<file path="src/nca_pkg.sv">
// Shared constants, command and status types for the node cell adjacency store.
package nca_pkg;

    localparam int NODES_DEF    = 1024;
    localparam int SLOTS_DEF    = 8192;
    localparam int MAX_LIST_DEF = 64;

    localparam int NODE_W    = 10;
    localparam int NODE_SPAN = 1 << NODE_W;
    localparam int CELL_W    = 16;
    localparam int CNT_W     = 12;
    localparam int CNT_MAX   = 4095;

    localparam logic [2:0] K_REG    = 3'd0;
    localparam logic [2:0] K_REMOVE = 3'd1;
    localparam logic [2:0] K_EXISTS = 3'd2;
    localparam logic [2:0] K_DEGREE = 3'd3;
    localparam logic [2:0] K_LIST   = 3'd4;

    localparam logic [1:0] ST_OK   = 2'd0;
    localparam logic [1:0] ST_FULL = 2'd1;
    localparam logic [1:0] ST_MISS = 2'd2;

    typedef enum logic [2:0] {
        CUR_KEEP,
        CUR_HEAD,
        CUR_END,
        CUR_LINK,
        CUR_NEXT
    } cur_sel_t;

    typedef enum logic [1:0] {
        RA_CUR,
        RA_ZERO,
        RA_ENTRY,
        RA_TERM
    } rd_sel_t;

    typedef enum logic [2:0] {
        WA_NONE,
        WA_TERM,
        WA_ENTRY,
        WA_ZERO,
        WA_HIT
    } wr_sel_t;

    typedef struct packed {
        logic       ld_req;
        logic       clr_step;
        logic       init_walk;
        logic       head_rd;
        logic       head_wr;
        cur_sel_t   cur_sel;
        logic       st_rd;
        rd_sel_t    rd_sel;
        wr_sel_t    wr_sel;
        logic       cap_head;
        logic       cap_entry;
        logic       cap_free;
        logic       n_inc;
        logic       hit_cap;
        logic       pend_cap;
        logic       out_push;
        logic [1:0] out_status;
        logic       out_found;
        logic       out_cnt;
        logic       out_cell;
        logic       out_trunc;
        logic       out_last;
    } cmd_t;

    typedef struct packed {
        logic       clr_last;
        logic       out_free;
        logic       node_ok;
        logic [2:0] kind;
        logic       fix;
        logic       val_neg;
        logic       val_zero;
        logic       val_pos;
        logic       link_ok;
        logic       hops_max;
        logic       at_end;
        logic       n_lim;
        logic       n_zero;
        logic       match;
        logic       avail_ok;
        logic       hit_vld;
        logic       pend_vld;
    } sts_t;

endpackage

</file>
<file path="src/nca_ctrl.sv">
// Controller state machine: sequences clearing, register steps and list walks.
module nca_ctrl (
    input  logic          clk,
    input  logic          rst_n,
    input  logic          in_valid,
    output logic          in_stall,
    input  nca_pkg::sts_t sts,
    output nca_pkg::cmd_t cmd
);

    typedef enum logic [3:0] {
        S_CLEAR,
        S_IDLE,
        S_DISP,
        S_HRD,
        S_HWT,
        S_SRD,
        S_SCHK,
        S_RG0,
        S_RG1,
        S_RG2,
        S_RG3,
        S_RG4,
        S_RG5,
        S_RG6,
        S_RG7,
        S_EMIT
    } state_t;

    typedef struct packed {
        logic [1:0] status;
        logic       found;
        logic       cnt;
        logic       cell_sel;
        logic       trunc;
    } fin_t;

    state_t state_reg, state_next;
    fin_t   fin_reg, fin_next;

    assign in_stall = (state_reg != S_IDLE);

    always_comb
    begin
        cmd            = '0;
        cmd.cur_sel    = nca_pkg::CUR_KEEP;
        cmd.rd_sel     = nca_pkg::RA_CUR;
        cmd.wr_sel     = nca_pkg::WA_NONE;
        state_next     = state_reg;
        fin_next       = fin_reg;
        unique case (state_reg)
            S_CLEAR:
            begin
                cmd.clr_step = 1'b1;
                if (sts.clr_last)
                begin
                    state_next = S_IDLE;
                end
            end
            S_IDLE:
            begin
                if (in_valid)
                begin
                    cmd.ld_req = 1'b1;
                    state_next = S_DISP;
                end
            end
            S_DISP:
            begin
                cmd.init_walk = 1'b1;
                fin_next      = '0;
                case (sts.kind) inside
                    nca_pkg::K_REG:
                    begin
                        state_next = S_RG0;
                    end
                    nca_pkg::K_REMOVE, nca_pkg::K_EXISTS, nca_pkg::K_DEGREE,
                    nca_pkg::K_LIST:
                    begin
                        if (sts.node_ok)
                        begin
                            state_next = S_HRD;
                        end
                        else
                        begin
                            cmd.cur_sel = nca_pkg::CUR_END;
                            state_next  = S_SRD;
                        end
                    end
                    default:
                    begin
                        state_next = S_EMIT;
                    end
                endcase
            end
            S_HRD:
            begin
                cmd.head_rd = 1'b1;
                state_next  = S_HWT;
            end
            S_HWT:
            begin
                cmd.cur_sel = nca_pkg::CUR_HEAD;
                state_next  = S_SRD;
            end
            S_SRD:
            begin
                cmd.st_rd  = 1'b1;
                cmd.rd_sel = nca_pkg::RA_CUR;
                state_next = S_SCHK;
            end
            S_SCHK:
            begin
                if (sts.val_neg && !sts.fix)
                begin
                    // Follow the skip link unless it leaves the store or the hop budget is spent.
                    cmd.cur_sel = (sts.hops_max || !sts.link_ok) ? nca_pkg::CUR_END
                                                                 : nca_pkg::CUR_LINK;
                    state_next  = S_SRD;
                end
                else if (sts.val_pos && !sts.n_lim)
                begin
                    if (!(sts.kind == nca_pkg::K_LIST && sts.pend_vld && !sts.out_free))
                    begin
                        cmd.n_inc   = 1'b1;
                        cmd.cur_sel = sts.at_end ? nca_pkg::CUR_END : nca_pkg::CUR_NEXT;
                        state_next  = S_SRD;
                        case (sts.kind)
                            nca_pkg::K_REMOVE:
                            begin
                                cmd.hit_cap = sts.match;
                            end
                            nca_pkg::K_EXISTS:
                            begin
                                if (sts.match)
                                begin
                                    cmd.cur_sel    = nca_pkg::CUR_KEEP;
                                    fin_next.found = 1'b1;
                                    state_next     = S_EMIT;
                                end
                            end
                            nca_pkg::K_LIST:
                            begin
                                // The previous cell goes out now; the newest one waits
                                // until it is known whether it is the final one.
                                cmd.pend_cap = 1'b1;
                                if (sts.pend_vld)
                                begin
                                    cmd.out_push  = 1'b1;
                                    cmd.out_found = 1'b1;
                                    cmd.out_cell  = 1'b1;
                                end
                            end
                            default:
                            begin
                            end
                        endcase
                    end
                end
                else
                begin
                    state_next = S_EMIT;
                    case (sts.kind)
                        nca_pkg::K_REMOVE:
                        begin
                            if (sts.hit_vld)
                            begin
                                cmd.wr_sel = nca_pkg::WA_HIT;
                            end
                            else
                            begin
                                fin_next.status = nca_pkg::ST_MISS;
                            end
                        end
                        nca_pkg::K_DEGREE:
                        begin
                            fin_next.cnt = 1'b1;
                        end
                        nca_pkg::K_LIST:
                        begin
                            if (!sts.n_zero)
                            begin
                                fin_next.found    = 1'b1;
                                fin_next.cell_sel = 1'b1;
                                fin_next.trunc    = sts.val_pos;
                            end
                        end
                        default:
                        begin
                        end
                    endcase
                end
            end
            S_RG0:
            begin
                cmd.st_rd   = 1'b1;
                cmd.rd_sel  = nca_pkg::RA_ZERO;
                cmd.head_rd = 1'b1;
                state_next  = S_RG1;
            end
            S_RG1:
            begin
                cmd.cap_head  = 1'b1;
                cmd.cap_entry = 1'b1;
                if (sts.node_ok && sts.avail_ok)
                begin
                    state_next = S_RG2;
                end
                else
                begin
                    fin_next.status = nca_pkg::ST_FULL;
                    state_next      = S_EMIT;
                end
            end
            S_RG2:
            begin
                cmd.st_rd  = 1'b1;
                cmd.rd_sel = nca_pkg::RA_ENTRY;
                state_next = S_RG3;
            end
            S_RG3:
            begin
                if (sts.val_zero)
                begin
                    fin_next.status = nca_pkg::ST_FULL;
                    state_next      = S_EMIT;
                end
                else
                begin
                    state_next = S_RG4;
                end
            end
            S_RG4:
            begin
                cmd.st_rd  = 1'b1;
                cmd.rd_sel = nca_pkg::RA_TERM;
                state_next = S_RG5;
            end
            S_RG5:
            begin
                cmd.cap_free = 1'b1;
                cmd.wr_sel   = nca_pkg::WA_TERM;
                state_next   = S_RG6;
            end
            S_RG6:
            begin
                cmd.wr_sel  = nca_pkg::WA_ENTRY;
                cmd.head_wr = 1'b1;
                state_next  = S_RG7;
            end
            S_RG7:
            begin
                cmd.wr_sel = nca_pkg::WA_ZERO;
                state_next = S_EMIT;
            end
            S_EMIT:
            begin
                if (sts.out_free)
                begin
                    cmd.out_push   = 1'b1;
                    cmd.out_status = fin_reg.status;
                    cmd.out_found  = fin_reg.found;
                    cmd.out_cnt    = fin_reg.cnt;
                    cmd.out_cell   = fin_reg.cell_sel;
                    cmd.out_trunc  = fin_reg.trunc;
                    cmd.out_last   = 1'b1;
                    state_next     = S_IDLE;
                end
            end
            default:
            begin
                state_next = S_IDLE;
            end
        endcase
    end

    always_ff @(posedge clk or negedge rst_n)
    begin
        if (!rst_n)
        begin
            state_reg <= S_CLEAR;
            fin_reg   <= '0;
        end
        else
        begin
            state_reg <= state_next;
            fin_reg   <= fin_next;
        end
    end

endmodule

</file>
<file path="config.mk">
export PLATFORM = sky130hd
export DESIGN_NAME = nca_ctrl
export DESIGN_NICKNAME = d
export VERILOG_FILES = /design/src/nca_pkg.sv /design/src/nca_ctrl.sv
export SDC_FILE = /design/constraint.sdc
export NUM_CORES = 1
export LEC_CHECK = 0
export BUFFER_PORTS_ARGS = -buffer_cell sky130_fd_sc_hd__buf_2
export CORE_MARGIN = 5
export CORE_UTILIZATION = 52
export CTS_BUF_LIST = sky130_fd_sc_hd__clkbuf_8
export CTS_CLUSTER_DIAMETER = 30
export DETAILED_ROUTE_END_ITERATION = 12
export HOLD_SLACK_MARGIN = 0.15
export PLACE_DENSITY = 0.95
export SETUP_SLACK_MARGIN = 0.4
export SLEW_MARGIN = 15
export SYNTH_ARGS = -nofsm -noshare
export SYNTH_HDL_FRONTEND = slang
export SYNTH_SLANG_ARGS = --single-unit
</file>
<file path="constraint.sdc">
create_clock -name clk -period 5.25 [get_ports clk]
set_clock_uncertainty 0.2 [all_clocks]
set_input_delay 1.05 -clock clk [delete_from_list [all_inputs] [get_ports clk]]
set_output_delay 1.05 -clock clk [all_outputs]
set_load 0.02 [all_outputs]
</file>
## Yosys cells after proc, flatten, opt, wreduce, memory -nomap -nowiden

Cells that the tools add are included.

| word-level totals | value |
|---|---|
| memories | 0 |
| bits in writable memories | 0 |
| output and inout port bits | 29 |
| bits in read-only memories | 0 |
| input port bits | 22 |
| latch bits | 0 |
| word-level logic and storage cells | 140 |
| register bits after elaboration | 10 |

| cells by class | value |
|---|---|
| mux-type cells | 75 |
| bitwise operators | 0 |
| shift operators | 0 |
| divide/modulo/power cells | 0 |
| $mul | 0 |
| equality and inequality tests | 38 |
| magnitude comparators | 0 |
| add/sub/neg operators | 0 |
| reduce and logical (&&, ||, !) cells | 21 |

Operator list:

| operator | count |
|---|---|
| $pmux W4 S16 | 1 |
| $mux W4 | 13 |
| $mux W3 | 15 |
| $eq A4 B4 Y1 const B | 8 |
| $mux W2 | 14 |
| $ne A2 B2 Y1 const B | 12 |
| $pmux W3 S4 | 2 |
| $mux W1 | 22 |
| $eq A4 B3 Y1 const B | 4 |
| $ne A3 B3 Y1 const B | 5 |
| $reduce_and A7 Y1 | 2 |
| $pmux W3 S3 | 1 |
| $eq A4 B2 Y1 const B | 2 |
| $mux W8 | 1 |
| $pmux W2 S4 | 1 |
| $pmux W4 S2 | 1 |
| $reduce_and A4 Y1 | 2 |
| $eq A3 B2 Y1 const B | 2 |
| $mux W6 | 1 |
| $pmux W1 S2 | 3 |
| $logic_and A1 B1 Y1 | 5 |
| $reduce_and A5 Y1 | 1 |
| $eq A4 B1 Y1 const B | 1 |
| $logic_not A1 Y1 | 4 |
| other kinds (11) | 11 |

## Longest topological paths before layout

Gate-level depths: netlist of the first run.

| logic depth | value |
|---|---|
| word-level depth | 7 |
| gate-level depth with buffers | 7 |
| mapped depth without buffers | 5 |

## Worst setup path before layout of the first run

Ideal clock, no wire load.

| timing | value |
|---|---|
| path type | input-to-output |
| start | input port sts[13] in the netlist's numbering |
| end | output port cmd[9] in the netlist's numbering |
| arrival | 2303 ps |
| cell stages on the path | 5 |
| setup slack | 1697 ps |
| path buffers | 0 |
| data required time | 4000 ps |
| cell sequence | or3b_4 or3b_4 nand2_2 inv_2 and3_1 |

RTL lines:

| item | RTL line | text |
|---|---|---|
| start, declared | nca_ctrl.sv:7 | `input nca_pkg::sts_t sts,` |
| end, declared | nca_ctrl.sv:8 | `output nca_pkg::cmd_t cmd` |

==> results of run 1 <==
## worst reg2reg max path, cell delays in order (launching register included)
cell and delay [ps]:
dfrtp_1 720, nand4bb_1 500, or3_4 560, o21ai_4 160, o21ai_1 100, o41ai_1 100
## cell type report
class	instances	area share, %
sequential	10	18.7
multi-input combinational	117	53.9
inverter	7	2.15
tap	27	2.52
timing repair buffer	50	18.7
clock buffer	4	4.11
## through the flow
stage,area [um2],hold WS [ps],utilization [%],worst slack (ps)
after CTS,1340,290,68.3,1450
after global placement,1280,282,65.5,1520
after detailed placement,1280,277,65.5,1450
after floorplan,1080,256,-,1700
final,1340,287,68.3,1410
after global routing,1340,307,68.3,1260
## cell families (layout without fill, tap and decap cells)
family | Yosys count | in the layout
simple gates | 78 | 78
flops | 10 | 10
compound gates | 35 | 35
xor+xnor | 1 | 1
mux | 3 | 3
buf+inv | 17 | 61
## final timing paths
path | startpoint | depth (start not counted) | end
setup reg to reg | state_reg[2] | 5 | state_reg[2]
setup / recovery | sts[15] | 7 | cmd[9]
max in group asynchronous | rst_n | 1 | fin_reg[2]
hold / removal | fin_reg[0] | 1 | fin_reg[0]
hold reg to reg | fin_reg[0] | 1 | fin_reg[0]
min in group asynchronous | rst_n | 1 | fin_reg[5]
## synth_stat cells, drive strengths merged (3+ instances only)
cell type	number
clkbuf	4
nor2	18
nand2	14
nor3b	4
and3	7
nor3	10
nor2b	3
a21oi	10
dfrtp	10
nand2b	6
o21ai	9
buf	6
inv	7
## metal layers
metal  part of all wire, %  routed length [um]
met5                     0                   0
met4                   1.3                  41
met1                    40                1290
met2                    49                1570
met3                    10                 334
## power groups by stage
| stage | Sequential, W | Clock [W] | Combinational, W |
|---|---|---|---|
| after global placement | 0.000192 | 0 | 0.000338 |
| final | 0.000193 | 0.0000955 | 0.000348 |
| after global routing | 0.000202 | 0.000100 | 0.000387 |
| after detailed placement | 0.000193 | 0 | 0.000345 |
| after floorplan | 0.000121 | 0 | 0.000348 |
| after CTS | 0.000191 | 0.0000975 | 0.000347 |
==> run metrics, run 1 <==
status=completed; CTS tree=built; later-pin clock latency in the skew report=240 ps; max reg flops=6; Pwr Total=0.000637 W; ys async rst share=100%; Antenna diodes=0; largest net degree at the start of global routing=22; register area share after synthesis=23.2%; Overflow after GRT=0; drt total wl=3230 um; startpoint types=input pin; Worst Path Arrival=2590 ps; drt drc=0; Required @ worst endpoint=4000 ps; Crit path max-delay family=simple AND/OR/NAND/NOR gates; most frequent cells in the layout=50 x buf_2, 18 x nor2_1, 12 x nand2_1; Worst setup EP type=output pin; post-synthesis mux area share=3.02%; leading area contributor after synthesis=dfrtp_1; final setup vio count=0; Leak=0.699 nW; Power Internal=0.000311 W; critical-path cell list=buf_2 -> or3b_4 -> or3b_4 -> nand2_2 -> inv_2 -> and3_1 -> buf_2; most used routing layer=met2; ANT nets after route=0; max incr delay on CP=470 ps; core area=1960 um2; Avg WL per Cell=15.0 um; switching share of power=51.2%; Die H=55.5 um; routing usage on met3=5.83%; Post-Synth XOR/XNOR Area=0.813%; slowest stage cell, crit path=or3b_4; cells after synthesis=144; Worst Hold Class=flip-flop to flip-flop; postcts setup bufs=0; layout cells sized above 1=35.1%; clock network fraction of design power=15.0%; CTS Sinks=10; critical path class=input pin to output pin; Max clock buf depth=2; peak supply drop=0.277 mV; Initial Util=54.9%; DR iter-0 viols=53; top_reg_cell synth=dfrtp_1; pwr/cell area=476 nW/um2; global-route wire length before repair=5430 um; Post-CTS Resized=0; maxcap violations=0; die width=55.5 um; post-synth cell types=52; clk slew on worst S/H paths=50 ps; achievable frequency=260 MHz; H-Tree Depth=1; CTS Buf Count=3; Syn Nets=166; die area=3080 um2; max-slew violations=0; setup TNS=0 ps; largest family of logic cells by synthesized area=simple AND/OR/NAND/NOR gates; Nets=211; Root Buffer=clkbuf_8; Multi-input gate area=722 um2; CTS hold repair buffers=0; commonest non-fill, non-tap cell in the layout=buf_2; Logic pwr share=54.7%; non-filler cells in the finished layout=215; dpl cells=211; DR vias=1,246; M1 GR Usage=25.5%; EDFF count, synth=0; Rows=16; final worst path period share=73.1%; flop2flop setup slack=2800 ps; Post-Syn Area=1080 um2; syn avg cell area=7.48 um2; post-synth top area share=23.2%; RSZ-0062 raised after global routing=no; post-synthesis register bit count=10; relative slew slack=60.1%; Reg area=250 um2; vias in the first global route=1,173; Area Overhead vs Synth=24.4%; initial antenna violation count=0; crit-path max FO=6; sequential share of power=30.3%; synth top area cells=dfrtp_1 23%, nor2_1 6.3%, a21oi_1 4.6%; Final Hold Fails=0; overall routing resource usage=21.1%; 1st-pass router iterations=4; Synth Area in Compound Gates=21.6%; IO buf count=50; switching pwr=0.000326 W; met2 Usage GRT=35.8%; vias per cell=5.80; Synth Warn #=0; Slew @ Worst Pin=598 ps; simple-gate share of the synthesized area=41.6%; filler cell count=184; Ports=51; Post-Synth Adder-Cell Area=0%; min Tclk post-route=3840 ps; post-DP HPWL=2550 um; Buf/Inv on CP=3; GP Congestion=0.896
Note: power is estimated with default switching activity, not from simulation.
==> run 2: changes to the inputs <==
Settings changed: ABC_AREA from default to 1, CORE_UTILIZATION 52 to 43, PLACE_DENSITY 0.95 to 0.9.
Clock period 5.25 ns to 3.45 ns, I/O delays scaled along.
==> run metrics, run 2 <==
status=completed; max reg flops=6 (unchanged); Rows=18 (+2); Crit path max-delay family=simple AND/OR/NAND/NOR gates; Post-Synth Adder-Cell Area=0% (unchanged); Overflow after GRT=0 (unchanged); min Tclk post-route=2660 ps; Reg area=250 um2 (unchanged); drt drc=0 (unchanged); relative slew slack=74.8% (+15 points); startpoint types=flip-flop; simple-gate share of the synthesized area=55.9% (+14 points); IO buf count=50 (unchanged); Syn Nets=212 (+28%); Antenna diodes=0 (unchanged); post-DP HPWL=2560 um (+0.51%); post-synthesis register bit count=10 (unchanged); peak supply drop=0.467 mV (+68%); final setup vio count=0 (unchanged); initial antenna violation count=0 (unchanged); Post-Syn Area=1090 um2 (+1.6%); DR vias=1,354 (+8.7%); Ports=51 (unchanged); cells after synthesis=190 (+32%); die area=3660 um2 (+19%); global-route wire length before repair=5070 um (-6.6%); Avg WL per Cell=11.2 um (-26%); most frequent cells in the layout=62 x nand2_1, 50 x buf_2, 37 x nor2_1; CTS Buf Count=3 (unchanged); final worst path period share=77.0%; largest family of logic cells by synthesized area=simple AND/OR/NAND/NOR gates; EDFF count, synth=0 (unchanged); post-synthesis mux area share=0% (-3.0 points); Synth Warn #=0 (unchanged); drt total wl=3050 um (-5.6%); Util after Layout=58.2% (-10 points); Max clock buf depth=2 (unchanged); Required @ worst endpoint=2560 ps (-1440 ps); Leak=0.870 nW (+25%); critical path class=flip-flop to output pin; Pwr Total=0.000991 W (+56%); Multi-input gate area=709 um2 (-1.7%); slowest stage cell, crit path=dfrtp_1; synth top area cells=dfrtp_1 23%, nand2_1 21%, nor2_1 13%; RSZ-0062 raised after global routing=no; largest net degree at the start of global routing=13 (-41%); most numerous cell in the Yosys netlist=nand2_1; DR iter-0 viols=68 (+28%); maxcap violations=0 (unchanged); Area Overhead vs Synth=30.5%; later-pin clock latency in the skew report=240 ps (about the same); filler cell count=256 (+39%); CTS tree=built; top post-synthesis cells by count=62 x nand2_1, 37 x nor2_1, 27 x inv_1, 13 x nand3_1, 10 x dfrtp_1; Synth Area in Compound Gates=8.91% (-13 points); Post-CTS Resized=0 (unchanged); syn avg cell area=5.76 um2 (-23%); register area share after synthesis=22.9% (-0.37 points); layout cells sized above 1=30.0% (-5.1 points); core area=2450 um2 (+25%); ANT nets after route=0 (unchanged); overall routing resource usage=18.2% (-2.9 points); CTS Sinks=10 (unchanged); Nets=266 (+26%); max incr delay on CP=440 ps (-30 ps); vias in the first global route=1,215 (+3.6%); pwr/cell area=694 nW/um2 (+46%); top_reg_cell synth=dfrtp_1; setup TNS=0 ps (unchanged); critical-path cell list=inv_2 -> nand2_4 -> nor2_4 -> nand2_2 -> o32ai_1 -> buf_2; Die H=60.5 um (+8.9%); post-synth cell types=26 (-50%); Worst Path Arrival=1770 ps (-820 ps); 1st-pass router iterations=4 (unchanged); Final Hold Fails=0 (unchanged); final setup margin=793 ps (-617 ps); Worst Hold Class=flip-flop to flip-flop; die width=60.5 um (+8.9%); Root Buffer=clkbuf_8; post-synth top area share=22.9% (-0.37 points); crit-path max FO=12 (+6); clk slew on worst S/H paths=50 ps (about the same); max-slew violations=0 (unchanged); Initial Util=44.6% (-10 points); achievable frequency=376 MHz; Worst setup EP type=output pin; ys async rst share=100% (unchanged); H-Tree Depth=1 (unchanged); GP Congestion=0.887 (-0.93%); Slew @ Worst Pin=377 ps (-221 ps); Buf/Inv on CP=2 (-1); Place WS=878 ps (-573 ps); leading area contributor after synthesis=dfrtp_1; Post-Synth XOR/XNOR Area=0% (-0.81 points); vias per cell=4.96 (-14%); commonest non-fill, non-tap cell in the layout=nand2_1
## run 2: changes by cell type after synthesis, moves of 3 or more
cell      delta
inv_1       +22
inv_2        +3
nand2_1     +50
nand4_1      +3
nand2b_1     -6
nand2_2      +3
o211ai_1     +3
nand3_1     +11
a21oi_1      -7
nor2_1      +19
nor3b_1      -3
o21ai_1      -3
nor3_1       -8
and3_1       -7
## run 2: logic make-up after synthesis
| group | count (synthesis) |
|---|---|
| buffers and inverters | 33 |
| and+or+nand+nor | 131 |
| DFF | 10 |
| AOI/OAI and AO/OA | 16 |
## run 2: repair_timing
| action | CTS | global route |
|---|---|---|
| setup endpoints to repair | 0 | 0 |
| hold buffers | 1 | 0 |
| buffers inserted | 0 | 0 |
| endpoints found under the hold margin | 10 | 0 |
## run 2: cell type report
cell class	instances	area share, %
multi-input cells	147	49.6
repair buffers	51	18.2
flip-flops and latches	10	17.5
inverters	31	8.14
clock buffers	4	3.85
well taps	30	2.63
## run 2: per-layer routing
layer | track usage (%) | part of all wire (%) | wire, um | vias to the layer above
li1 | - | - | - | 691
met5 | 0 | 0 | 0 | -
met4 | 6.19 | 1.4 | 43 | 0
met1 | 22.2 | 42 | 1280 | 609
met3 | 3.83 | 6.7 | 204 | 5
met2 | 31.9 | 50 | 1530 | 49
## run 2: power breakdown
part	internal [W]	total, W	switching (W)
sequential	0.000172	0.000235	0.0000633
clock	0.000100	0.000148	0.0000479
combinational	0.000194	0.000607	0.000413
total	0.000467	0.000991	0.000524
## run 2: path summary, 6_finish.rpt
check	from	endpoint	slack, ps	cells after the start
max	state_reg[3]	cmd[20]	790	6
min	fin_reg[4]	fin_reg[4]	280	2
max reg2reg	state_reg[3]	fin_reg[1]	1710	6
min reg2reg	fin_reg[4]	fin_reg[4]	280	2
max in group asynchronous	rst_n	fin_reg[0]	2220	2
min in group asynchronous	rst_n	fin_reg[4]	640	2
## run 2: stage by stage
| stage | hold slack [ps] | instances | instance area [um2] |
|---|---|---|---|
| floorplan | 194 | 190 | 1090 |
| detailed placement | 269 | 268 | 1360 |
| global route | 303 | 273 | 1430 |
| CTS | 281 | 273 | 1430 |
| finish | 284 | 273 | 1430 |
| global placement | 260 | 268 | 1360 |
## run 2: worst reg2reg max path, cell delays in order, from the launching register on
cell and delay, ps:
dfrtp_1 440, inv_2 140, nand2_4 90, nor2_4 300
o21ai_2 140, o211ai_1 180, o21ai_0 120
==> run 3: changes to the inputs <==
Clock period 3.45 ns to 2.2 ns, I/O delays scaled along.
==> run metrics, run 3 (synthesis gave the netlist of run 2 again) <==
CTS tree=built; max reg flops=6 (unchanged); CTS Sinks=10 (unchanged); most frequent cells in the layout=54 x nand2_1, 34 x buf_4, 24 x inv_1; final setup margin=-25.4 ps (-818 ps); Root Buffer=clkbuf_8; initial antenna violation count=0 (unchanged); Avg WL per Cell=15.3 um (+37%); pwr/cell area=1120 nW/um2 (+61%); H-Tree Depth=1 (unchanged); core area=2450 um2 (unchanged); Antenna diodes=0 (unchanged); achievable frequency=449 MHz; final setup vio count=3 (+3); status=complete, but fails checks; dpl cells=277 (+3.4%); IO buf count=50 (unchanged); later-pin clock latency in the skew report=240 ps (about the same); startpoint types=flip-flop; relative slew slack=74.6% (-0.19 points); Nets=294 (+11%); filler cell count=144 (-44%); min Tclk post-route=2230 ps; CTS Buf Count=3 (unchanged); 1st-pass router iterations=5 (+1); maxcap violations=0 (unchanged); Rows=18 (unchanged); Worst Path Arrival=1590 ps (-180 ps); post-DP HPWL=2670 um (+4.3%); die area=3660 um2 (unchanged); Multi-input gate area=900 um2 (+27%); Required @ worst endpoint=1560 ps (-1000 ps); die width=60.5 um (unchanged); crit-path max FO=5 (-7); Worst setup EP type=output pin; drt total wl=4590 um (+51%); max-slew violations=0 (unchanged); final worst path period share=101%; slowest stage cell, crit path=dfrtp_1; Overflow after GRT=0 (unchanged); violated checks=negative setup slack; vias per cell=5.45 (+9.8%); Initial Util=44.6% (unchanged); non-filler cells in the finished layout=301 (+10%); hold_ws=268 ps (-15.5 ps); clk slew on worst S/H paths=50 ps (about the same); Leak=1.07 nW (+23%); Max clock buf depth=2 (unchanged); largest net degree at the start of global routing=11 (-2); GP Congestion=0.969 (+9.2%); overall routing resource usage=19.4% (+1.2 points); Worst Hold Class=flip-flop to flip-flop; vias in the first global route=1,333 (+9.7%); DR iter-0 viols=96 (+41%); Ports=51 (unchanged); commonest non-fill, non-tap cell in the layout=nand2_1; Slew @ Worst Pin=377 ps (+0.203 ps); layout cells sized above 1=50.6% (+21 points); peak supply drop=1.07 mV (+130%); Final Hold Fails=0 (unchanged); DR vias=1,639 (+21%); drt drc=0 (unchanged); critical path class=flip-flop to output pin; max incr delay on CP=400 ps (-40 ps); critical-path cell list=inv_2 -> nand2_4 -> nor2_4 -> nand3_4 -> inv_6 -> nand2_8 -> nor3_4 -> buf_6; Die H=60.5 um (unchanged); global-route wire length before repair=5490 um (+8.2%); Pwr Total=0.00222 W (+120%); Reg area=254 um2 (+1.5%); RSZ-0062 raised after global routing=yes; Area Overhead vs Synth=81.5%; ANT nets after route=0 (unchanged)
[run 3: cell count changes in the layout (fill, tap and decap cells not counted), sizes merged]
cell,before,now
clkbuf,4,3
inv,31,32
buf,50,78
[run 3: path summary, 6_finish.rpt]
kind | from | to | slack [ps] | cells past startpoint
min | fin_reg[3] | fin_reg[3] | 270 | 2
max | state_reg[3] | cmd[9] | -30 | 8
max in group asynchronous | rst_n | state_reg[0] | 1200 | 2
min reg2reg | fin_reg[3] | fin_reg[3] | 270 | 2
min in group asynchronous | rst_n | state_reg[2] | 390 | 2
max reg2reg | state_reg[3] | fin_reg[0] | 280 | 9
[run 3: critical path: cells and delay by family, from the launching register on]
| kind | cells | cell delay, ps |
|---|---|---|
| buffers and inverters | 3 | 360 |
| DFF | 1 | 400 |
| and+or+nand+nor | 5 | 580 |
[run 3: area by class of cell]
| class | count | share of cell area, % |
|---|---|---|
| Clock buffer | 3 | 2.08 |
| Clock inverter | 1 | 0.189 |
| Inverter | 31 | 6.74 |
| Multi-Input combinational cell | 147 | 45.3 |
| Sequential cell | 10 | 12.8 |
| Tap cell | 30 | 1.89 |
| Timing Repair Buffer | 79 | 31.0 |
[run 3: report_power, final]
part	internal (W)	total (W)	switching (W)	leakage, nW
logic	0.000661	0.00164	0.000976	0.919
clock network	0.000122	0.000196	0.0000742	0.0269
registers	0.000275	0.000388	0.000112	0.121
[run 3: per-stage QoR]
stage	TNS, ps	setup WS [ps]	util, %	instance area, um2
floorplan	0	246	-	1170
global placement	0	137	61.5	1510
detailed placement	0	95.9	61.5	1510
CTS	0	23.4	68.2	1680
global route	-517	-98.6	80.9	1990
finish	-50.8	-25.4	80.9	1990
[run 3: routing by layer]
layer,vias to the layer above,track usage (%),share of wire [%]
met5,-,0,0
met4,0,7.43,5.5
met1,747,22.0,35
met3,28,4.47,10
met2,111,35.3,49
li1,753,-,-
[run 3: timing repair]
item,4_1_cts,5_1_grt
resized for setup,25,64
pin swaps,5,7
setup endpoints to repair,27,37
cloned,0,0
hold buffers,1,0
hold endpoints to repair,10,0
buffers inserted,6,13
